`src/rtl/core/hsa_pkg.sv`:
```
// Shared types and codes for the handle slot allocator.
// Depends on nothing; every other file in rtl/core refers to it by scoped names.
`default_nettype none

package hsa_pkg;

    // operation carried by an input item
    typedef enum logic [1:0] {
        KIND_ALLOC   = 2'd0,
        KIND_PLACE   = 2'd1,
        KIND_LOOKUP  = 2'd2,
        KIND_RELEASE = 2'd3
    } t_kind;

    // result status codes
    localparam logic [1:0] STAT_OK   = 2'd0;
    localparam logic [1:0] STAT_BAD  = 2'd1;
    localparam logic [1:0] STAT_FULL = 2'd2;

    // field widths fixed by the item format
    localparam int unsigned IDX_BITS = 7;
    localparam int unsigned OBJ_BITS = 32;

    // control sequencer states
    typedef enum logic {
        ST_IDLE,
        ST_EXEC
    } t_state;

    // slot table port control
    typedef struct packed {
        logic rd_en;
        logic wr_en;
    } t_slot_ctl;

    // free stack control
    typedef struct packed {
        logic rd_en;
        logic pop;
        logic push;
    } t_stk_ctl;

endpackage

`default_nettype wire

```
`src/rtl/core/handle_slot_allocator.sv`:
```
// Handle slot allocator top level: item sequencer, bump pointer, result register.
// Depends on hsa_pkg, hsa_slot_mem and hsa_free_stack.
//
//  channel | valid   | stall   | fields
//  --------+---------+---------+------------------------------------------
//  input   | i_valid | o_stall | i_kind, i_slot_index, i_object_value
//  output  | o_valid | i_stall | o_status, o_granted_index, o_read_value
//
// An item is accepted in ST_IDLE, which reads the slot table and the stack top;
// ST_EXEC decides and writes back, and only then can the next item be taken.
// After reset a clearing pass zeroes the slot table with o_stall held high.
// A result waits in the output register while the next item is taken; the
// write-back in ST_EXEC holds while that register is full and i_stall is high.
`default_nettype none

module handle_slot_allocator #(
    parameter int unsigned CAPACITY   = 128,
    parameter int unsigned VALUE_BITS = 32
) (
    input  wire logic        i_clk,
    input  wire logic        i_rst_n,
    input  wire logic        i_valid,
    output logic             o_stall,
    input  wire logic [1:0]  i_kind,
    input  wire logic [6:0]  i_slot_index,
    input  wire logic [31:0] i_object_value,
    output logic             o_valid,
    input  wire logic        i_stall,
    output logic [1:0]       o_status,
    output logic [6:0]       o_granted_index,
    output logic [31:0]      o_read_value
);

    localparam int unsigned IW = (CAPACITY > 1) ? $clog2(CAPACITY) : 1;
    localparam int unsigned CW = $clog2(CAPACITY + 1);
    localparam int unsigned XB = hsa_pkg::IDX_BITS;
    localparam int unsigned OB = hsa_pkg::OBJ_BITS;
    localparam logic [CW-1:0] CAP_C = CW'(CAPACITY);
    localparam logic [31:0]   CAP_W = 32'(CAPACITY);

    hsa_pkg::t_state    r_state, n_state;
    hsa_pkg::t_kind     r_kind;
    logic [XB-1:0]      r_idx;
    logic [VALUE_BITS-1:0] r_val;
    logic [CW-1:0]      r_next_unused, n_next_unused;

    logic               r_out_valid;
    logic [1:0]         r_status, n_status;
    logic [XB-1:0]      r_granted, n_granted;
    logic [OB-1:0]      r_read_value, n_read_value;

    hsa_pkg::t_slot_ctl slot_ctl;
    hsa_pkg::t_stk_ctl  stk_ctl;
    logic [IW-1:0]      slot_rd_addr;
    logic [IW-1:0]      slot_wr_addr;
    logic [VALUE_BITS-1:0] slot_wr_data;
    logic [VALUE_BITS-1:0] slot_q;
    logic               clearing;
    logic [IW-1:0]      stk_top;
    logic               stk_empty;
    logic               stk_full;

    logic               accept;
    logic               retire;
    logic               out_free;
    logic               in_idx_ok;
    logic               r_idx_ok;
    logic [IW+XB-1:0]   in_idx_ext;
    logic [IW+XB-1:0]   r_idx_ext;
    logic [VALUE_BITS+OB-1:0] in_val_ext;
    logic [VALUE_BITS+OB-1:0] rd_val_ext;
    logic [IW+XB-1:0]   pick_ext;
    logic [IW-1:0]      pick;
    logic               occupied;

    hsa_slot_mem #(
        .CAPACITY   (CAPACITY),
        .VALUE_BITS (VALUE_BITS),
        .IW         (IW)
    ) u_slot_mem (
        .i_clk      (i_clk),
        .i_rst_n    (i_rst_n),
        .i_ctl      (slot_ctl),
        .i_rd_addr  (slot_rd_addr),
        .i_wr_addr  (slot_wr_addr),
        .i_wr_data  (slot_wr_data),
        .o_rd_data  (slot_q),
        .o_clearing (clearing)
    );

    hsa_free_stack #(
        .CAPACITY (CAPACITY),
        .IW       (IW),
        .CW       (CW)
    ) u_free_stack (
        .i_clk       (i_clk),
        .i_rst_n     (i_rst_n),
        .i_ctl       (stk_ctl),
        .i_push_data (r_idx_ext[IW-1:0]),
        .o_top       (stk_top),
        .o_empty     (stk_empty),
        .o_full      (stk_full)
    );

    // input handshake and range checks
    always_comb begin
        o_stall    = (r_state != hsa_pkg::ST_IDLE) || clearing;
        accept     = i_valid && !o_stall;
        out_free   = !r_out_valid || !i_stall;
        retire     = (r_state == hsa_pkg::ST_EXEC) && out_free;
        in_idx_ok  = {25'd0, i_slot_index} < CAP_W;
        r_idx_ok   = {25'd0, r_idx} < CAP_W;
        in_idx_ext = {{IW{1'b0}}, i_slot_index};
        r_idx_ext  = {{IW{1'b0}}, r_idx};
        in_val_ext = {{VALUE_BITS{1'b0}}, i_object_value};
        rd_val_ext = {{OB{1'b0}}, slot_q};
        occupied   = (slot_q != '0);
    end

    // slot read address, issued in the accept cycle
    always_comb begin
        slot_rd_addr = in_idx_ok ? in_idx_ext[IW-1:0] : '0;
    end

    // item registers
    always_ff @(posedge i_clk) begin
        if (accept) begin
            r_kind <= hsa_pkg::t_kind'(i_kind);
            r_idx  <= i_slot_index;
            r_val  <= in_val_ext[VALUE_BITS-1:0];
        end
    end

    // reads in the accept cycle, decide and write back in ST_EXEC
    always_comb begin
        n_status       = hsa_pkg::STAT_OK;
        n_granted      = '0;
        n_read_value   = '0;
        n_next_unused  = r_next_unused;
        slot_ctl.rd_en = accept;
        slot_ctl.wr_en = 1'b0;
        slot_wr_addr   = r_idx_ext[IW-1:0];
        slot_wr_data   = r_val;
        stk_ctl.rd_en  = accept;
        stk_ctl.pop    = 1'b0;
        stk_ctl.push   = 1'b0;
        pick           = stk_top;

        unique case (r_kind)
            hsa_pkg::KIND_ALLOC: begin
                if (!stk_empty) begin
                    pick        = stk_top;
                    stk_ctl.pop = retire;
                end else if (r_next_unused < CAP_C) begin
                    pick          = r_next_unused[IW-1:0];
                    n_next_unused = r_next_unused + 1'b1;
                end else begin
                    n_status = hsa_pkg::STAT_FULL;
                end
                if (n_status == hsa_pkg::STAT_OK) begin
                    slot_ctl.wr_en = retire;
                    slot_wr_addr   = pick;
                    n_granted      = pick_ext[XB-1:0];
                end
            end
            hsa_pkg::KIND_PLACE: begin
                if (!r_idx_ok) begin
                    n_status = hsa_pkg::STAT_FULL;
                end else if (occupied) begin
                    n_status = hsa_pkg::STAT_BAD;
                end else begin
                    slot_ctl.wr_en = retire;
                end
            end
            hsa_pkg::KIND_LOOKUP: begin
                if (!r_idx_ok || !occupied) begin
                    n_status = hsa_pkg::STAT_BAD;
                end else begin
                    n_read_value = rd_val_ext[OB-1:0];
                end
            end
            hsa_pkg::KIND_RELEASE: begin
                if (!r_idx_ok || !occupied) begin
                    n_status = hsa_pkg::STAT_BAD;
                end else begin
                    slot_ctl.wr_en = retire;
                    slot_wr_data   = '0;
                    stk_ctl.push   = retire && !stk_full;
                end
            end
            default: begin
                n_status = hsa_pkg::STAT_BAD;
            end
        endcase
    end

    assign pick_ext = {{XB{1'b0}}, pick};

    // sequencer
    always_comb begin
        n_state = r_state;
        unique case (r_state)
            hsa_pkg::ST_IDLE: begin
                if (accept) begin
                    n_state = hsa_pkg::ST_EXEC;
                end
            end
            hsa_pkg::ST_EXEC: begin
                if (out_free) begin
                    n_state = hsa_pkg::ST_IDLE;
                end
            end
            default: begin
                n_state = hsa_pkg::ST_IDLE;
            end
        endcase
    end

    always_ff @(posedge i_clk) begin
        if (!i_rst_n) begin
            r_state       <= hsa_pkg::ST_IDLE;
            r_next_unused <= '0;
        end else begin
            r_state <= n_state;
            if (retire) begin
                r_next_unused <= n_next_unused;
            end
        end
    end

    // output register
    always_ff @(posedge i_clk) begin
        if (!i_rst_n) begin
            r_out_valid <= 1'b0;
        end else if (retire) begin
            r_out_valid <= 1'b1;
        end else if (!i_stall) begin
            r_out_valid <= 1'b0;
        end
    end

    always_ff @(posedge i_clk) begin
        if (retire) begin
            r_status     <= n_status;
            r_granted    <= n_granted;
            r_read_value <= n_read_value;
        end
    end

    assign o_valid         = r_out_valid;
    assign o_status        = r_status;
    assign o_granted_index = r_granted;
    assign o_read_value    = r_read_value;

endmodule

`default_nettype wire

```
`src/rtl/core/hsa_slot_mem.sv`:
```
// Slot value table: one synchronous memory with a registered read port
// and a clearing pass after reset. Uses hsa_pkg for its control struct.
`default_nettype none

module hsa_slot_mem #(
    parameter int unsigned CAPACITY   = 128,
    parameter int unsigned VALUE_BITS = 32,
    parameter int unsigned IW         = 7
) (
    input  wire logic                  i_clk,
    input  wire logic                  i_rst_n,
    input  wire hsa_pkg::t_slot_ctl    i_ctl,
    input  wire logic [IW-1:0]         i_rd_addr,
    input  wire logic [IW-1:0]         i_wr_addr,
    input  wire logic [VALUE_BITS-1:0] i_wr_data,
    output logic [VALUE_BITS-1:0]      o_rd_data,
    output logic                       o_clearing
);

    localparam logic [IW-1:0] LAST_ADDR = IW'(CAPACITY - 1);

    logic [VALUE_BITS-1:0] r_mem [CAPACITY];
    logic [VALUE_BITS-1:0] r_rd_data;
    logic                  r_clr_busy;
    logic [IW-1:0]         r_clr_addr;

    logic                  wr_en;
    logic [IW-1:0]         wr_addr;
    logic [VALUE_BITS-1:0] wr_data;

    // clearing pass after reset, zeroing one entry at a time
    always_ff @(posedge i_clk) begin
        if (!i_rst_n) begin
            r_clr_busy <= 1'b1;
            r_clr_addr <= '0;
        end else if (r_clr_busy) begin
            if (r_clr_addr == LAST_ADDR) begin
                r_clr_busy <= 1'b0;
            end
            r_clr_addr <= r_clr_addr + 1'b1;
        end
    end

    // the clearing pass owns the write port while it runs
    always_comb begin
        wr_en   = r_clr_busy | i_ctl.wr_en;
        wr_addr = r_clr_busy ? r_clr_addr : i_wr_addr;
        wr_data = r_clr_busy ? '0 : i_wr_data;
    end

    // memory array with registered read
    always_ff @(posedge i_clk) begin
        if (wr_en) begin
            r_mem[wr_addr] <= wr_data;
        end
        if (i_ctl.rd_en) begin
            r_rd_data <= r_mem[i_rd_addr];
        end
    end

    assign o_rd_data  = r_rd_data;
    assign o_clearing = r_clr_busy;

endmodule

`default_nettype wire

```
`src/rtl/core/hsa_free_stack.sv`:
```
// LIFO of released slot indexes: memory with registered top read and a count.
// Uses hsa_pkg for its control struct.
`default_nettype none

module hsa_free_stack #(
    parameter int unsigned CAPACITY = 128,
    parameter int unsigned IW       = 7,
    parameter int unsigned CW       = 8
) (
    input  wire logic               i_clk,
    input  wire logic               i_rst_n,
    input  wire hsa_pkg::t_stk_ctl  i_ctl,
    input  wire logic [IW-1:0]      i_push_data,
    output logic [IW-1:0]           o_top,
    output logic                    o_empty,
    output logic                    o_full
);

    localparam logic [CW-1:0] CAP_C = CW'(CAPACITY);

    logic [IW-1:0] r_mem [CAPACITY];
    logic [IW-1:0] r_top;
    logic [CW-1:0] r_count;
    logic [CW-1:0] n_count;
    logic [CW-1:0] count_m1;
    logic [IW-1:0] rd_addr;

    // top entry sits one below the count
    always_comb begin
        count_m1 = r_count - 1'b1;
        rd_addr  = (r_count != '0) ? count_m1[IW-1:0] : '0;
        o_empty  = (r_count == '0);
        o_full   = (r_count == CAP_C);
    end

    // count update, push onto a full stack is dropped
    always_comb begin
        n_count = r_count;
        if (i_ctl.pop && !o_empty) begin
            n_count = count_m1;
        end else if (i_ctl.push && !o_full) begin
            n_count = r_count + 1'b1;
        end
    end

    always_ff @(posedge i_clk) begin
        if (!i_rst_n) begin
            r_count <= '0;
        end else begin
            r_count <= n_count;
        end
    end

    // stack memory, written at the count and read at its top
    always_ff @(posedge i_clk) begin
        if (i_ctl.push && !o_full) begin
            r_mem[r_count[IW-1:0]] <= i_push_data;
        end
        if (i_ctl.rd_en) begin
            r_top <= r_mem[rd_addr];
        end
    end

    assign o_top = r_top;

endmodule

`default_nettype wire
```
`config.mk`:
```
export PLATFORM = sky130hd
export DESIGN_NAME = handle_slot_allocator
export DESIGN_NICKNAME = d
export VERILOG_FILES = /design/src/rtl/core/hsa_pkg.sv /design/src/rtl/core/handle_slot_allocator.sv /design/src/rtl/core/hsa_slot_mem.sv /design/src/rtl/core/hsa_free_stack.sv
export SDC_FILE = /design/constraint.sdc
export NUM_CORES = 2
export LEC_CHECK = 0
export BUFFER_PORTS_ARGS = -buffer_cell sky130_fd_sc_hd__buf_2
export CELL_PAD_IN_SITES_DETAIL_PLACEMENT = 2
export CELL_PAD_IN_SITES_GLOBAL_PLACEMENT = 2
export CORE_MARGIN = 4
export CORE_UTILIZATION = 55
export CTS_BUF_LIST = sky130_fd_sc_hd__clkbuf_4 sky130_fd_sc_hd__clkbuf_8 sky130_fd_sc_hd__clkbuf_16
export DETAILED_ROUTE_END_ITERATION = 12
export GPL_TIMING_DRIVEN = 0
export PLACE_DENSITY = 0.89
export SETUP_SLACK_MARGIN = 0.15
export SKIP_CTS_REPAIR_TIMING = 1
export SLEW_MARGIN = 20
export SYNTH_ARGS = -nofsm -noshare
export SYNTH_HDL_FRONTEND = slang
export SYNTH_MEMORY_MAX_BITS = 65536
export SYNTH_SLANG_ARGS = --single-unit
```
`constraint.sdc`:
```
create_clock -name i_clk -period 12.2 [get_ports i_clk]
set_input_delay 3.66 -clock i_clk [delete_from_list [all_inputs] [get_ports i_clk]]
set_output_delay 3.66 -clock i_clk [all_outputs]
set_load 0.005 [all_outputs]
```
==> results.json, run 1 <==
{
  "dp_hpwl_mm": 739,
  "rows": 219,
  "synthArstFlopShare_pct": 0,
  "die_w_um": 608,
  "ys_warn_count": 0,
  "synth_enable_flop_cells": 5113,
  "gp_congestion": 1.05,
  "synth_ff_type": "edfxtp_1",
  "lastStage": "3_5_place_dp",
  "start_util_pct": 55.4,
  "syn_area_per_cell_um2": 22.7,
  "num_io_pins": 88,
  "ys_types": 82,
  "stop_error": "[ERROR DPL-0033] detailed placement checks failed during check placement.",
  "synth_fp_nets": 8779,
  "synthCells": 8725,
  "ys_seq_area_share_pct": 77.9,
  "portBuffers": 87,
  "die_y_um": 608,
  "status": "stopped before the end",
  "synth_seq_cells": 5139,
  "synth_area_um2": 198000
}
-- kinds of logic after synthesis --
logic type | Yosys count | share of synthesized area, %
flops | 5139 | 77.9
mux | 1544 | 16.5
simple gates | 838 | 2.00
compound gates | 656 | 2.37
buf+inv | 523 | 1.11
xor+xnor | 16 | 0.0784
fa+ha+maj | 9 | 0.0569
-- stage by stage --
| step | setup WS, ns | cell area, um2 | setup TNS, ns | hold WS, ns |
|---|---|---|---|---|
| 2_1_floorplan | 3.46 | 198000 | 0 | 0.472 |
| 3_3_place_gp | -3.02 | 204000 | -9411.77 | 0.492 |
-- cells in the mapped netlist (all sizes together), types with 8 or more instances --
library cell,instances,share of area [%]
nor2,327,0.62
nor4,20,0.071
a311oi,8,0.035
o21ai,92,0.25
mux2i,109,0.55
nand3,63,0.16
o22ai,68,0.22
nand2b,28,0.089
a221oi,22,0.097
o221ai,65,0.29
a2111oi,8,0.035
a21oi,100,0.25
nand2,165,0.31
o311ai,22,0.097
nand4,15,0.047
mux4,1372,16
and3,9,0.028
edfxtp,5113,78
nor3,38,0.099
a21o,11,0.042
xnor2,10,0.048
or3,27,0.085
nand4b,9,0.040
nor2b,34,0.11
ha,9,0.057
clkbuf,281,0.53
o32a,8,0.040
mux2,63,0.36
o31ai,15,0.065
a31oi,36,0.11
o21bai,10,0.038
inv,10,0.019
and2,87,0.28
dfxtp,26,0.26
buf,232,0.56
a211o,10,0.044
a211oi,77,0.29
o211ai,23,0.092
==> run 2, diff against run 1 <==
CELL_PAD_IN_SITES_DETAIL_PLACEMENT = unset   (was 2)
CELL_PAD_IN_SITES_GLOBAL_PLACEMENT = unset   (was 2)
CORE_UTILIZATION = 40   (was 55)
CTS_BUF_LIST = unset   (was sky130_fd_sc_hd__clkbuf_4 sky130_fd_sc_hd__clkbuf_8 sky130_fd_sc_hd__clkbuf_16)
PLACE_DENSITY = unset   (was 0.89)
PLACE_DENSITY_LB_ADDON = 0.15   (was unset)
SETUP_SLACK_MARGIN = unset   (was 0.15)
==> run 2 against run 1 <==
Net effect:
- the flow now finishes without violations
- synthesized cell count stayed put
- synthesized area stayed put
==> results.json, run 2 <==
{
  "fmax_mhz": 118,
  "status": "finished, final reports clean",
  "worstPathRequired_ns": 12.99,
  "cp-start-kind": "flop",
  "clk_latency_ns": 1.07,
  "grt_pass1_wl_mm": 869,
  "crit_path_max_fanout": 11,
  "dp_hpwl_mm": 451,
  "portBuffers": 87,
  "synth_ff_type": "edfxtp_1",
  "drt-initial-drc-count": 14100,
  "setup_viol_count_final": 0,
  "gp_congestion": 1.03,
  "ctsHtreeMaxLevel": 6,
  "dieArea_um2": 506000,
  "drt-pass1-iter-count": 9,
  "finalPower_uw": 36400,
  "grt_max_degree": 74,
  "synth_area_um2": 198000,
  "drive_gt1_share_pct": 30.1,
  "drv_cap": 0,
  "fin_nets": 9744,
  "ys_seq_area_share_pct": 77.9,
  "synthCells": 8725,
  "power.density_nw_per_um2": 157,
  "cp.arrival_ns": 9.29,
  "cts_tree": "yes",
  "synthArstFlopShare_pct": 0,
  "synth.largest_area_cell": "edfxtp_1",
  "ir_drop_v": 0.000145,
  "reg_top3": "u_slot_mem.r_mem: 4096 flops, u_free_stack.r_mem: 896 flops",
  "routed_wl_mm": 643,
  "r2r_setup_slack_ns": 3.70,
  "n_fill_cell": 40400,
  "final_core_util_pct": 47.0,
  "timing.final.crit_share_pct": 69.7,
  "die_w_um": 711,
  "ys_warn_count": 0,
  "rows": 258,
  "synth_fp_nets": 8779,
  "slew_viol_final": 0,
  "clk_pin_slew_worst_paths_ns": 0.06,
  "fin_crit_ns": 8.50,
  "viasPerCell": 6.05,
  "grt_use_total_pct": 25.0,
  "synth_top_area_share_pct": 77.6,
  "clock-sinks": 5139,
  "cts_buffer_depth": 4,
  "hold_viol_final": 0,
  "layout_commonest_cell": "edfxtp_1",
  "crit_path_end_kind": "flop",
  "fin_worst_skew_ns": 0.0824,
  "num_io_pins": 88,
  "layout_common_cells": "edfxtp_1 (5,113), mux4_2 (1,372), clkbuf_16 (569)",
  "ant_nets": 0,
  "root_buffer": "clkbuf_16",
  "largest_register": "u_slot_mem.r_mem",
  "slew_headroom_pct": 11.0,
  "hold_path.class": "flop to flop",
  "p_leak_uw": 0.0724,
  "yosysMostFrequentCell": "edfxtp_1",
  "wire_per_inst_um": 38.6,
  "die_y_um": 711,
  "cts-buffers-inserted": 558,
  "grt_pass1_vias": 101000,
  "largest_register_ffs": 4096,
  "syn_area_per_cell_um2": 22.7,
  "hold_slack_ns": 0.525,
  "ys_types": 82,
  "antenna_found_initial": 81,
  "tightest_slew_ns": 1.33,
  "synth_seq_cells": 5139,
  "drcViolationCount": 0,
  "rsz0062_at_grt": "false",
  "critPathKind": "flop to flop",
  "core_um2": 493000,
  "syn_to_final_growth_pct": 17.3,
  "synth_enable_flop_cells": 5113,
  "synth_area_leaders": "edfxtp_1 (78%), mux4_2 (16%), nor2_1 (0.62%)",
  "synth_common_cells": "edfxtp_1 (5,113), mux4_2 (1,372), nor2_1 (326)",
  "num_vias": 101000,
  "setup_tns_ns": 0,
  "start_util_pct": 40.1,
  "overflow": 0
}
==> run 2: cell counts after synthesis <==
No cell type changed its count.
==> run 2: report_power, final <==
part           switching [uW]  internal, uW
logic                     640           349
clock network            6970          9260
registers                7.55         19200
total                    7620         28800
==> run 2: through the flow <==
step | worst slack, ns | cell area, um2 | cells
3_5_place_dp | 3.48 | 215000 | 15600
6_report | 3.70 | 232000 | 16700
4_1_cts | 3.77 | 232000 | 16600
5_1_grt | 3.72 | 232000 | 16600
2_1_floorplan | 3.46 | 198000 | 8725
3_3_place_gp | -1.65 | 206000 | 15300
==> run 2: area by class of cell <==
class	count	area (um2)	area share [%]
Sequential cell	5139	154000	66.4
Multi-Input combinational cell	3063	42800	18.5
Clock buffer	701	14700	6.35
Tap cell	6500	8130	3.50
Timing Repair Buffer	405	7300	3.15
Clock inverter	289	2550	1.10
Buffer	513	2290	0.988
Antenna cell	54	135	0.0582
Inverter	10	37.5	0.0162
==> run 2: layer usage <==
metal / vias to the layer above / track usage [%] / wire (um)
li1: 39400 / - / -
met5: - / 0 / 38
met4: 6 / 10.7 / 31100
met3: 1262 / 5.73 / 58300
met2: 5414 / 39.2 / 301000
met1: 54800 / 33.7 / 252000
==> run 2: path summary, 6_finish.rpt <==
path                           endpoint  cells past startpoint                startpoint
setup / recovery  u_free_stack.o_top[6]                     14   u_free_stack.r_count[0]
hold / removal    u_slot_mem.o_clearing                      3  u_slot_mem.r_clr_addr[6]
hold reg to reg   u_slot_mem.o_clearing                      3  u_slot_mem.r_clr_addr[6]
setup reg to reg  u_free_stack.o_top[6]                     14   u_free_stack.r_count[0]
==> run 2: cell families after synthesis <==
| kind of cell | count (synthesis) | synth area share (%) |
|---|---|---|
| AND/OR/NAND/NOR | 838 | 2.00 |
| multiplexers | 1544 | 16.5 |
| adder cells (fa/ha/maj) | 9 | 0.0569 |
| flip-flops | 5139 | 77.9 |
| XOR/XNOR | 16 | 0.0784 |
| AO/OA/AOI/OAI | 656 | 2.37 |
| buffers and inverters | 523 | 1.11 |
==> run 2: worst max-delay path, stage by stage (launching register included) <==
cell,delay (ns)
dfxtp_1,0.38
inv_1,0.19
clkbuf_2,0.57
clkbuf_2,0.75
buf_2,0.71
ha_1,0.53
xnor2_4,0.34
nand2_1,0.84
clkbuf_1,0.90
clkbuf_1,0.92
o221ai_1,0.20
a21oi_1,0.36
nor3_1,0.14
o41ai_1,0.81
a2bb2oi_1,0.53
Note: power is estimated with default switching activity, not from simulation.
